## config.mk

```make
export PLATFORM = sky130hd
export DESIGN_NAME = millisecond_timer_bank_top
export DESIGN_NICKNAME = d
export VERILOG_FILES = /design/src/rtl/mstb_pkg.sv /design/src/rtl/mstb_serial_alu.sv /design/src/rtl/millisecond_timer_bank_top.sv
export SDC_FILE = /design/constraint.sdc
export NUM_CORES = 2
export LEC_CHECK = 0
export BUFFER_PORTS_ARGS = -buffer_cell sky130_fd_sc_hd__buf_2
export CAP_MARGIN = 10
export CORE_UTILIZATION = 60
export DETAILED_ROUTE_END_ITERATION = 12
export PLACE_DENSITY = 0.8
export SLEW_MARGIN = 20
export SYNTH_ARGS = -nofsm -noshare
export SYNTH_HDL_FRONTEND = slang
export SYNTH_SLANG_ARGS = --single-unit
```

## constraint.sdc

```tcl
create_clock -name i_clk -period 32.6 [get_ports i_clk]
set_clock_uncertainty 0.1 [all_clocks]
set_input_delay 1.63 -clock i_clk [delete_from_list [all_inputs] [get_ports i_clk]]
set_output_delay 1.63 -clock i_clk [all_outputs]
set_load 0.05 [all_outputs]
```

## src/rtl/mstb_pkg.sv

```systemverilog
`default_nettype none
package mstb_pkg;

    // time word and digit-serial slicing
    localparam int TIME_W     = 64;
    localparam int DIGIT_W    = 8;
    localparam int NUM_DIGITS = TIME_W / DIGIT_W;
    localparam int DIG_CNT_W  = $clog2(NUM_DIGITS);

    // bank size: the slot field is 3 bits, so at most eight slots can be addressed
    localparam int NUM_TIMERS_DEF = 8;
    localparam int MAX_SLOTS      = 8;
    localparam int DONE_W         = 8;

    // duration loaded for a count-up timer
    localparam logic [TIME_W-1:0] COUNT_UP_DUR = {TIME_W{1'b1}} >> 1;

    // command codes
    localparam logic [2:0] CMD_TICK   = 3'd0;
    localparam logic [2:0] CMD_SETUP  = 3'd1;
    localparam logic [2:0] CMD_START  = 3'd2;
    localparam logic [2:0] CMD_CANCEL = 3'd3;
    localparam logic [2:0] CMD_QUERY  = 3'd4;

    typedef struct packed {
        logic [2:0]        cmd;
        logic [2:0]        timer_index;
        logic [TIME_W-1:0] duration;
        logic              count_up;
        logic              rearm;
    } t_in_item;

    typedef struct packed {
        logic [DONE_W-1:0] done_mask;
        logic [TIME_W-1:0] time_left;
        logic [TIME_W-1:0] check_stamp;
        logic [TIME_W-1:0] uptime_now;
        logic              accepted;
    } t_out_item;

    // control of the serial add / compare / subtract unit
    typedef struct packed {
        logic load;
        logic shift;
        logic cin;
    } t_alu_ctl;

    typedef enum logic [3:0] {
        S_IDLE,
        S_DISP,
        S_INC,
        S_UPD,
        S_SCAN,
        S_CMP,
        S_SWB,
        S_QRY,
        S_QWB,
        S_FIN
    } t_state;

endpackage
`default_nettype wire

```

## src/rtl/mstb_serial_alu.sv

```systemverilog
`default_nettype none
module mstb_serial_alu (
    input  logic                      i_clk,
    input  mstb_pkg::t_alu_ctl        i_ctl,
    input  logic [mstb_pkg::TIME_W-1:0] i_opa,
    input  logic [mstb_pkg::TIME_W-1:0] i_opb,
    input  logic [mstb_pkg::TIME_W-1:0] i_now,
    output logic [mstb_pkg::TIME_W-1:0] o_sum,
    output logic [mstb_pkg::TIME_W-1:0] o_dif,
    output logic                      o_le
);
    import mstb_pkg::*;

    localparam int SUM_W = DIGIT_W + 1;

    logic [TIME_W-1:0]  r_a;
    logic [TIME_W-1:0]  r_b;
    logic [TIME_W-1:0]  r_n;
    logic [TIME_W-1:0]  r_sum;
    logic [TIME_W-1:0]  r_dif;
    logic               r_carry;
    logic               r_borrow;
    logic               r_le;
    logic [SUM_W-1:0]   s9;
    logic [SUM_W-1:0]   d9;
    logic [DIGIT_W-1:0] s_dig;
    logic [DIGIT_W-1:0] n_dig;
    logic               n_le;

    // one digit: sum = a + b, dif = sum - now, le tracks sum <= now lsb first
    always_comb begin
        s9    = {1'b0, r_a[DIGIT_W-1:0]} + {1'b0, r_b[DIGIT_W-1:0]} + SUM_W'(r_carry);
        s_dig = s9[DIGIT_W-1:0];
        n_dig = r_n[DIGIT_W-1:0];
        d9    = {1'b0, s_dig} - {1'b0, n_dig} - SUM_W'(r_borrow);
        if (s_dig < n_dig) begin
            n_le = 1'b1;
        end else if (s_dig > n_dig) begin
            n_le = 1'b0;
        end else begin
            n_le = r_le;
        end
    end

    // operand and result shift registers
    always_ff @(posedge i_clk) begin
        if (i_ctl.load) begin
            r_a      <= i_opa;
            r_b      <= i_opb;
            r_n      <= i_now;
            r_carry  <= i_ctl.cin;
            r_borrow <= 1'b0;
            r_le     <= 1'b1;
        end else if (i_ctl.shift) begin
            r_a      <= r_a >> DIGIT_W;
            r_b      <= r_b >> DIGIT_W;
            r_n      <= r_n >> DIGIT_W;
            r_sum    <= {s_dig, r_sum[TIME_W-1:DIGIT_W]};
            r_dif    <= {d9[DIGIT_W-1:0], r_dif[TIME_W-1:DIGIT_W]};
            r_carry  <= s9[DIGIT_W];
            r_borrow <= d9[DIGIT_W];
            r_le     <= n_le;
        end
    end

    assign o_sum = r_sum;
    assign o_dif = r_dif;
    assign o_le  = r_le;

endmodule
`default_nettype wire

```

## src/rtl/millisecond_timer_bank_top.sv

```systemverilog
`default_nettype none
// Uptime counter with a bank of software timers.
// Input channel (i_in_valid / o_in_ready / i_in_data) carries one command per transfer:
// tick, setup, start, cancel or query of a timer slot. Each command yields exactly one
// result transfer on the output channel (o_out_valid / i_out_ready / o_out_data).
// Arithmetic on the 64-bit times runs through one shared serial unit, 8 bits per cycle,
// for every 64-bit add, compare or subtract.
// Setup, start, cancel, refused or unknown commands need no arithmetic; a query runs one
// add and subtract against the uptime; a tick first adds one to the uptime, then visits
// every slot in turn and runs an add and compare only for a running slot.
// One command is processed at a time; o_in_ready is high only while idle.
// The result sits in an output register, so the next command is taken while a result
// still waits; a stalled receiver holds the block at the end of the following command.
// Reset clears the uptime, all slot times and all slot flags, and empties the output.
module millisecond_timer_bank_top #(
    parameter int NUM_TIMERS = mstb_pkg::NUM_TIMERS_DEF
) (
    input  logic                 i_clk,
    input  logic                 i_rst_n,
    input  logic                 i_in_valid,
    output logic                 o_in_ready,
    input  mstb_pkg::t_in_item   i_in_data,
    output logic                 o_out_valid,
    input  logic                 i_out_ready,
    output mstb_pkg::t_out_item  o_out_data
);
    import mstb_pkg::*;

    localparam int SLOTS = (NUM_TIMERS < MAX_SLOTS) ? NUM_TIMERS : MAX_SLOTS;
    localparam int IDX_W = (SLOTS > 1) ? $clog2(SLOTS) : 1;

    t_state             r_state;
    t_state             n_state;
    t_in_item           r_in;
    logic [TIME_W-1:0]  r_uptime;
    logic [TIME_W-1:0]  r_start [SLOTS];
    logic [TIME_W-1:0]  r_dur [SLOTS];
    logic [TIME_W-1:0]  r_chk [SLOTS];
    logic [SLOTS-1:0]   r_run;
    logic [SLOTS-1:0]   r_rsf;
    logic [SLOTS-1:0]   r_cfg;
    logic [SLOTS-1:0]   r_done;
    logic [IDX_W-1:0]   r_ptr;
    logic [DIG_CNT_W-1:0] r_dig;
    logic [TIME_W-1:0]  r_left;
    logic               r_ok;
    logic               r_ovld;
    t_out_item          r_out;

    logic [IDX_W-1:0]   slot;
    logic               slot_ok;
    logic               cmd_ok;
    logic               ptr_act;
    logic               ptr_last;
    logic               dig_last;
    logic               out_free;
    logic               in_xfer;

    // control strobes
    t_alu_ctl           alu_ctl;
    logic [IDX_W-1:0]   alu_idx;
    logic               alu_tick;
    logic               dig_clr;
    logic               dig_inc;
    logic               ptr_clr;
    logic               ptr_inc;
    logic               disp;
    logic               upd_uptime;
    logic               wr_setup;
    logic               wr_start;
    logic               wr_cancel;
    logic               swb;
    logic               qwb;
    logic               out_load;

    logic [TIME_W-1:0]  alu_opa;
    logic [TIME_W-1:0]  alu_opb;
    logic [TIME_W-1:0]  alu_sum;
    logic [TIME_W-1:0]  alu_dif;
    logic               alu_le;

    // command decode
    always_comb begin
        slot     = r_in.timer_index[IDX_W-1:0];
        slot_ok  = 32'(r_in.timer_index) < NUM_TIMERS;
        cmd_ok   = r_in.cmd <= CMD_QUERY;
        ptr_act  = r_cfg[r_ptr] & r_run[r_ptr];
        ptr_last = r_ptr == IDX_W'(SLOTS - 1);
        dig_last = r_dig == DIG_CNT_W'(NUM_DIGITS - 1);
        out_free = !r_ovld || i_out_ready;
        in_xfer  = i_in_valid && o_in_ready;
    end

    assign o_in_ready = r_state == S_IDLE;

    // next state
    always_comb begin
        n_state = r_state;
        unique case (r_state)
            S_IDLE: begin
                if (i_in_valid) n_state = S_DISP;
            end
            S_DISP: begin
                if (r_in.cmd == CMD_TICK) begin
                    n_state = S_INC;
                end else if (r_in.cmd == CMD_QUERY && slot_ok) begin
                    n_state = S_QRY;
                end else begin
                    n_state = S_FIN;
                end
            end
            S_INC: begin
                if (dig_last) n_state = S_UPD;
            end
            S_UPD: n_state = S_SCAN;
            S_SCAN: begin
                if (ptr_act) begin
                    n_state = S_CMP;
                end else if (ptr_last) begin
                    n_state = S_FIN;
                end
            end
            S_CMP: begin
                if (dig_last) n_state = S_SWB;
            end
            S_SWB: n_state = ptr_last ? S_FIN : S_SCAN;
            S_QRY: begin
                if (dig_last) n_state = S_QWB;
            end
            S_QWB: n_state = S_FIN;
            S_FIN: begin
                if (out_free) n_state = S_IDLE;
            end
            default: n_state = S_IDLE;
        endcase
    end

    // state outputs
    always_comb begin
        alu_ctl    = '0;
        alu_idx    = slot;
        alu_tick   = 1'b0;
        dig_clr    = 1'b0;
        dig_inc    = 1'b0;
        ptr_clr    = 1'b0;
        ptr_inc    = 1'b0;
        disp       = 1'b0;
        upd_uptime = 1'b0;
        wr_setup   = 1'b0;
        wr_start   = 1'b0;
        wr_cancel  = 1'b0;
        swb        = 1'b0;
        qwb        = 1'b0;
        out_load   = 1'b0;
        unique case (r_state)
            S_IDLE: ;
            S_DISP: begin
                disp          = 1'b1;
                dig_clr       = 1'b1;
                alu_tick      = r_in.cmd == CMD_TICK;
                alu_ctl.load  = 1'b1;
                alu_ctl.cin   = r_in.cmd == CMD_TICK;
                wr_setup      = slot_ok && r_in.cmd == CMD_SETUP;
                wr_start      = slot_ok && r_in.cmd == CMD_START && r_cfg[slot];
                wr_cancel     = slot_ok && r_in.cmd == CMD_CANCEL;
            end
            S_INC, S_CMP, S_QRY: begin
                alu_ctl.shift = 1'b1;
                dig_inc       = 1'b1;
            end
            S_UPD: begin
                upd_uptime = 1'b1;
                ptr_clr    = 1'b1;
            end
            S_SCAN: begin
                alu_idx = r_ptr;
                if (ptr_act) begin
                    alu_ctl.load = 1'b1;
                    dig_clr      = 1'b1;
                end else begin
                    ptr_inc = !ptr_last;
                end
            end
            S_SWB: begin
                swb     = 1'b1;
                ptr_inc = !ptr_last;
            end
            S_QWB: qwb = 1'b1;
            S_FIN: out_load = out_free;
            default: ;
        endcase
    end

    // operand select for the serial unit
    always_comb begin
        if (alu_tick) begin
            alu_opa = r_uptime;
            alu_opb = '0;
        end else begin
            alu_opa = r_start[alu_idx];
            alu_opb = r_dur[alu_idx];
        end
    end

    mstb_serial_alu u_alu (
        .i_clk (i_clk),
        .i_ctl (alu_ctl),
        .i_opa (alu_opa),
        .i_opb (alu_opb),
        .i_now (r_uptime),
        .o_sum (alu_sum),
        .o_dif (alu_dif),
        .o_le  (alu_le)
    );

    // control state, uptime and slot store
    always_ff @(posedge i_clk) begin
        if (!i_rst_n) begin
            r_state  <= S_IDLE;
            r_uptime <= '0;
            r_run    <= '0;
            r_rsf    <= '0;
            r_cfg    <= '0;
            r_ovld   <= 1'b0;
            r_ptr    <= '0;
            r_dig    <= '0;
            for (int i = 0; i < SLOTS; i++) begin
                r_start[i] <= '0;
                r_dur[i]   <= '0;
                r_chk[i]   <= '0;
            end
        end else begin
            r_state <= n_state;

            if (dig_clr) begin
                r_dig <= '0;
            end else if (dig_inc) begin
                r_dig <= r_dig + 1'b1;
            end

            if (ptr_clr) begin
                r_ptr <= '0;
            end else if (ptr_inc) begin
                r_ptr <= r_ptr + 1'b1;
            end

            if (upd_uptime) r_uptime <= alu_sum;

            // slot commands, written at dispatch
            if (wr_setup) begin
                r_run[slot]   <= 1'b0;
                r_rsf[slot]   <= r_in.rearm;
                r_start[slot] <= '0;
                r_dur[slot]   <= r_in.count_up ? COUNT_UP_DUR : r_in.duration;
                r_chk[slot]   <= '0;
                r_cfg[slot]   <= 1'b1;
            end
            if (wr_start) begin
                r_start[slot] <= r_uptime;
                r_chk[slot]   <= r_uptime;
                r_run[slot]   <= 1'b1;
            end
            if (wr_cancel) begin
                r_run[slot]   <= 1'b0;
                r_start[slot] <= '0;
            end

            // expiry of the swept slot: restart or stop
            if (swb && alu_le) begin
                if (r_rsf[r_ptr]) begin
                    r_start[r_ptr] <= r_uptime;
                end else begin
                    r_run[r_ptr] <= 1'b0;
                end
            end

            if (qwb) r_chk[slot] <= r_uptime;

            // output register occupancy
            if (out_load) begin
                r_ovld <= 1'b1;
            end else if (i_out_ready) begin
                r_ovld <= 1'b0;
            end
        end
    end

    // payload registers
    always_ff @(posedge i_clk) begin
        if (in_xfer) r_in <= i_in_data;

        if (disp) begin
            r_done <= '0;
            r_left <= '0;
            r_ok   <= (r_in.cmd == CMD_TICK)
                   || (cmd_ok && slot_ok && !(r_in.cmd == CMD_START && !r_cfg[slot]));
        end

        if (swb && alu_le) r_done[r_ptr] <= 1'b1;

        // time left is floored at zero once the end time is reached
        if (qwb) r_left <= alu_le ? '0 : alu_dif;

        if (out_load) begin
            r_out.done_mask   <= DONE_W'(r_done);
            r_out.time_left   <= r_left;
            r_out.check_stamp <= slot_ok ? r_chk[slot] : '0;
            r_out.uptime_now  <= r_uptime;
            r_out.accepted    <= r_ok;
        end
    end

    assign o_out_valid = r_ovld;
    assign o_out_data  = r_out;

endmodule
`default_nettype wire
```

; Word level (Yosys, flattened, before mapping)
; Memories as Yosys holds them, arrays and structs flattened. A register that Yosys moved wholly into a read port is not among the register bits.
; Index checks and enable logic that the tools add are counted.
[totals]
ram_bits = 1536
word_cells = 209
rom_bits = 0
output_inout_bits = 203
memories = 3
regBits = 704
latchBits = 0
[classes]
div = 0
mux = 100
multipliers = 0
n_addsub = 6
reduce_logical = 29
magnitude_cmp = 7
shifts = 0
bitwise = 15
eq_ne = 21
[memory_table]
columns = memory, depth, width, rd, rd_clocked_by_memory_dff, write_ports, line
row1 = r_chk, 8, 64, 1, 1, 8, millisecond_timer_bank_top.sv:38  ; logic [TIME_W-1:0] r_chk [SLOTS];
row2 = r_dur, 8, 64, 1, 0, 8, millisecond_timer_bank_top.sv:37  ; logic [TIME_W-1:0] r_dur [SLOTS];
row3 = r_start, 8, 64, 1, 0, 8, millisecond_timer_bank_top.sv:36  ; logic [TIME_W-1:0] r_start [SLOTS];
[op_table]
columns = op, n
row1 = two-way mux 64 bit, 20
row2 = OR reduction 64 bit, 4
row3 = two-way mux 8 bit, 10
row4 = two-way mux 1 bit, 45
row5 = two-way mux 4 bit, 10
row6 = case mux 4 bit (10 select lines), 1
row7 = AND 8 bit, 3
row8 = OR 8 bit, 3
row9 = "== test 4 x 3 -> 1 bit, second input constant", 4
row10 = NOT 8 bit, 2
row11 = two-way mux 3 bit, 5
row12 = binary-select mux 1 bit (select 3 bit), 4
row13 = "inequality test 2 bit, second input constant", 5
row14 = adder 8 x 8 -> 9 bit, 1
row15 = adder 9 x 1 -> 9 bit, 1
row16 = "== test 3 bit, second input constant", 3
row17 = subtractor 8 x 8 -> 9 bit, 1
row18 = subtractor 9 x 1 -> 9 bit, 1
row19 = bitwise mux 8 bit, 1
row20 = "== test 4 x 2 -> 1 bit, second input constant", 2
row21 = "== test 4 bit, second input constant", 2
row22 = > comparator 8 bit, 1
row23 = "< comparator 3 x 4 -> 1 bit, second input constant", 2
row24 = < comparator 8 bit, 1
row25 = other kinds (22), 46

; Logic depth before layout (Yosys ltp)
[logic_depth]
depth_word = 17
depth_mapped = 16

; Modules after synthesis
; A second synthesis with hierarchy kept.
[unflattened]
hier_cells = 6653
area_unflattened_um2 = 96697.7
[by_module_without_submodules]
columns = module, instances, area_per_inst_um2, cells_per_inst, seq_area_each_um2
row1 = millisecond_timer_bank_top, 1, 83829.1, 5973, 58416.0
row2 = mstb_serial_alu, 1, 12868.6, 680, 9679.3

; Least setup slack after synthesis
; OpenSTA, ideal clock, no wires.
[synth_timing]
path_kind = input -> register
start = in i_out_ready
end = reg r_out, in the netlist o_out_data[0], enable pin
required_ns = 31.710
n_path_buf = 0
arrival_time_ns = 10.571
setup_slack_ns = 21.139
stages = 2
path_cell_list = nor2b_1 > nor2b_1
[synth_via]
elab_chain_len = 2
[synth_lines]
columns = item, line
row1 = "start, declared", millisecond_timer_bank_top.sv:24  ; input logic i_out_ready,
row2 = logical OR 1 bit, millisecond_timer_bank_top.sv:90  ; out_free = !r_ovld || i_out_ready;
row3 = two-way mux 1 bit, millisecond_timer_bank_top.sv:155  ; unique case (r_state)
row4 = net out_load, millisecond_timer_bank_top.sv:74  ; logic out_load;
row5 = "end, declared", millisecond_timer_bank_top.sv:48  ; t_out_item r_out;
; The timed path passes the listed nets, and every way through them passes these cells.
; A chain may end at the register's enable or synchronous reset.

; Worst setup path in the final report
[layout_timing]
start = reg r_state[2]
end = reg u_alu.r_b[42] (data pin)
[layout_via]
elab_chain_len = 5
elab_cells_between_ends = 8
classes_between = eq/ne: 2 / mux: 5 / memory: 1
[layout_lines]
columns = item, line
row1 = "start, declared", millisecond_timer_bank_top.sv:32  ; t_state r_state;
row2 = "start signal, assigned", millisecond_timer_bank_top.sv:233  ; r_state <= n_state;
row3 = == test 4 x 3 -> 1 bit, millisecond_timer_bank_top.sv:155
row4 = two-way mux 3 bit, millisecond_timer_bank_top.sv:155
row5 = memory (8 x 64 bit), -
row6 = two-way mux 64 bit, millisecond_timer_bank_top.sv:196  ; if (alu_tick) begin
row7 = two-way mux 64 bit *, mstb_serial_alu.sv:47  ; if (i_ctl.load) begin
row8 = "end signal, assigned", mstb_serial_alu.sv:49  ; r_b <= i_opb;
row9 = "end signal, assigned", mstb_serial_alu.sv:56  ; r_b <= r_b >> DIGIT_W;
row10 = "end, declared", mstb_serial_alu.sv:17  ; logic [TIME_W-1:0] r_b;
; Every way passes the cells marked *; elsewhere a longest branch is shown, timed or not.

==> results.txt <==
Outcome: complete, no violations
Area growth, synth to finish: 10.5%
DRT Wirelength: 254 mm
Syn nets: 6958
Initial Utilization: 0.604
Max cap viols: 0
Global-route wire length before repair: 373 mm
Placed Area: 0.0984 mm²
# IOs: 279
Avg WL per Cell: 27.8 µm
Synthesized area: 0.0956 mm²
CTS sink cnt: 2304
Placed Cells: 8734
Hold path cells: 0
Final Max Tran Viols: 0
Post-DR vias/cell: 6.58
CP required: 33130 ps
Fmax: 178 MHz
GR peak layer: met2
Post-synthesis cell type count: 76
Die area: 0.161 mm²
Critical path type: flip-flop to flip-flop
Longest Clk Path Bufs: 3
DIE WIDTH: 401 µm
Peak supply drop: 94.5 µV
DRC: 0
Top cells by count, synth: edfxtp_1, nand2_1, nor2_1, and2_1, and3_1
Flop-to-flop setup slack: 26990 ps
Worst hold-check path type: flip-flop to flip-flop
R2R cell count: 8
Nets: 6992
H-tree depth: 4
Layout cells sized above 1: 0.140
Fin cells: 9147
Pin count of the biggest net entering global routing: 330
Fin crit share: 0.172
CTS tree: built
Met2 Use GR: 0.505
Global-route usage over all layers: 0.311
Leakage: 40.5 nW
Pre-antenna DRT Iters: 6
Met3 usage: 0.0547
Yosys warns: 0
Hold_buf cts: 0
Slew HR: 0.0700
Mapped Cells: 6847
Post-DP HPWL: 132 mm
Synth Register Bits: 2304
Global Route met1 Usage: 0.396
Worst reg2reg path endpoint: u_alu.r_b[42]$_DFFE_PP_
GP Congestion: 0.885
Antenna violations before repair: 8
Main synth FF type: edfxtp_1
Post-synth EDFFs: 2195
Worst Hold End: o_out_data[185]$_DFFE_PP_
Crit path DAT: 6140 ps
Inserted Clock Buffers: 216
Count leader, synth: edfxtp_1
I/O Buffers: 278
Final hold violation count: 0
Initial DRC count: 8396
Core Region: 0.158 mm²
Slew @ Worst Pin: 1400 ps
# setup viols final: 0
Final min period: 5610 ps
Setup_tns: 0 ps
Number of global-route vias before repair: 59900
Post-synth top area share: 0.689
Area leader, netlist: edfxtp_1
Via count: 60200
Register area share after synthesis: 0.712
Setup crit start kind: flip-flop
RSZ-0062 raised after global routing: no
Asr flop ratio synth: 0
Post-CTS Setup Inserts: 0
Clock Latency Late Sink: 880 ps
Pwr dens: 80.7 mW/mm²
Clock transition at path regs: 70 ps
Congestion Overflow GR: 0
Row count: 146
Post_cts resized: 0
Crit Path Max Fanout: 153
Mean area per synthesized cell: 14.0 µm²
Crit. End Element: flip-flop
Die Height: 401 µm
Clock Tree Root: clkbuf_16
Final instance area: 0.106 mm²
Final ANT Viol Nets: 0
Total power: 0.00852 W
Hold_sp: r_left[56]$_SDFFCE_PP0P_
Synth area leaders: edfxtp_1, and2_1, and3_1
Reg2reg start: r_state[2]$_SDFFE_PN0P_
worst max-delay path, stage by stage (launching register included):
cell and delay (ps):
dfxtp_1 660, or4b_1 770, mux2_8 730, buf_12 650, buf_4 950, mux2_2 430
o22ai_1 190, a221oi_1 100, a22o_1 260
cells in the final DEF (no fill, tap or decap), drive strengths merged, types with 10 or more instances in the layout:
cell type and instances:
ha 31, a22oi 161, nand3 49, nand2 709
mux4 21, a22o 106, edfxtp 2195, clkinv 91
and2 594, bufinv 21, mux2 200, nor3 22
a221oi 101, mux2i 239, buf 383, nor2 627
o221ai 56, clkbuf 282, nor2b 16, a21oi 103
and3 522, a32oi 72, o22ai 69, o21ai 104
inv 51, a211oi 12, nand4 10, dfxtp 109
power by group:
group / internal [W] / switching, W / total [W]
sequential: 0.00380 / 0.000197 / 0.00400
clock: 0.00143 / 0.00112 / 0.00255
combinational: 0.000614 / 0.00136 / 0.00197
total: 0.00584 / 0.00268 / 0.00852
state kept, by name, indices dropped and copies added, names as in the netlist, 3 cells and up:
signal and count:
u_alu.o_dif 64, r_chk 512, r_uptime 64, r_in 69
u_alu.r_b 64, r_left 64, o_out_data 201, slot 3
u_alu.r_a 64, u_alu.r_n 64, r_ptr 3, r_run 8
r_start 512, r_rsf 8, r_cfg 8, u_alu.o_sum 64
r_dig 3, r_done 8, r_dur 512, r_state 4
kinds of logic after synthesis:
logic type      share of synthesized area
compound gates                     0.0644
simple gates                        0.135
xor+xnor                          0.00119
buf+inv                            0.0273
flops                               0.712
fa+ha+maj                         0.00489
mux                                0.0553
routing by layer:
metal / up-vias / wire length (µm)
li1: 25400 / -
met1: 29600 / 87600
met2: 4353 / 123000
met3: 830 / 28300
met4: 8 / 15500
met5: - / 49
area by class of cell:
| cell class | count | area [µm²] |
|---|---|---|
| Sequential cell | 2304 | 68100 |
| Fill cell | 10400 | 52600 |
| Timing Repair Buffer | 383 | 2280 |
| Inverter | 46 | 174 |
| Tap cell | 2072 | 2590 |
| Clock buffer | 282 | 5800 |
| Antenna cell | 6 | 15.0 |
| Multi-Input combinational cell | 3930 | 25300 |
| Clock inverter | 124 | 1390 |
per-stage QoR:
step,utilization,hold slack [ps],setup slack [ps]
6_report,0.668,292,26990
5_1_grt,0.668,306,26900
4_1_cts,0.667,299,27270
3_5_place_dp,0.622,305,26690
3_3_place_gp,0.622,301,26840
2_1_floorplan,-,300,21140
how the worst max path moves through the flow:
stage | from | end | slack, ps | cells after the start
floorplan | i_out_ready | o_out_data[0]$_DFFE_PP_ | 21140 | 2
global placement | i_rst_n | r_start[7][44]$_SDFFCE_PN0P_ | 26840 | 7
detailed placement | i_rst_n | r_start[2][19]$_SDFFCE_PN0P_ | 26690 | 7
CTS | r_state[2]$_SDFFE_PN0P_ | u_alu.r_b[54]$_DFFE_PP_ | 27270 | 8
global route | r_state[2]$_SDFFE_PN0P_ | u_alu.r_b[51]$_DFFE_PP_ | 26900 | 8
finish | r_state[2]$_SDFFE_PN0P_ | u_alu.r_b[42]$_DFFE_PP_ | 26990 | 8
No activity file was read; power rests on OpenSTA's default activity.
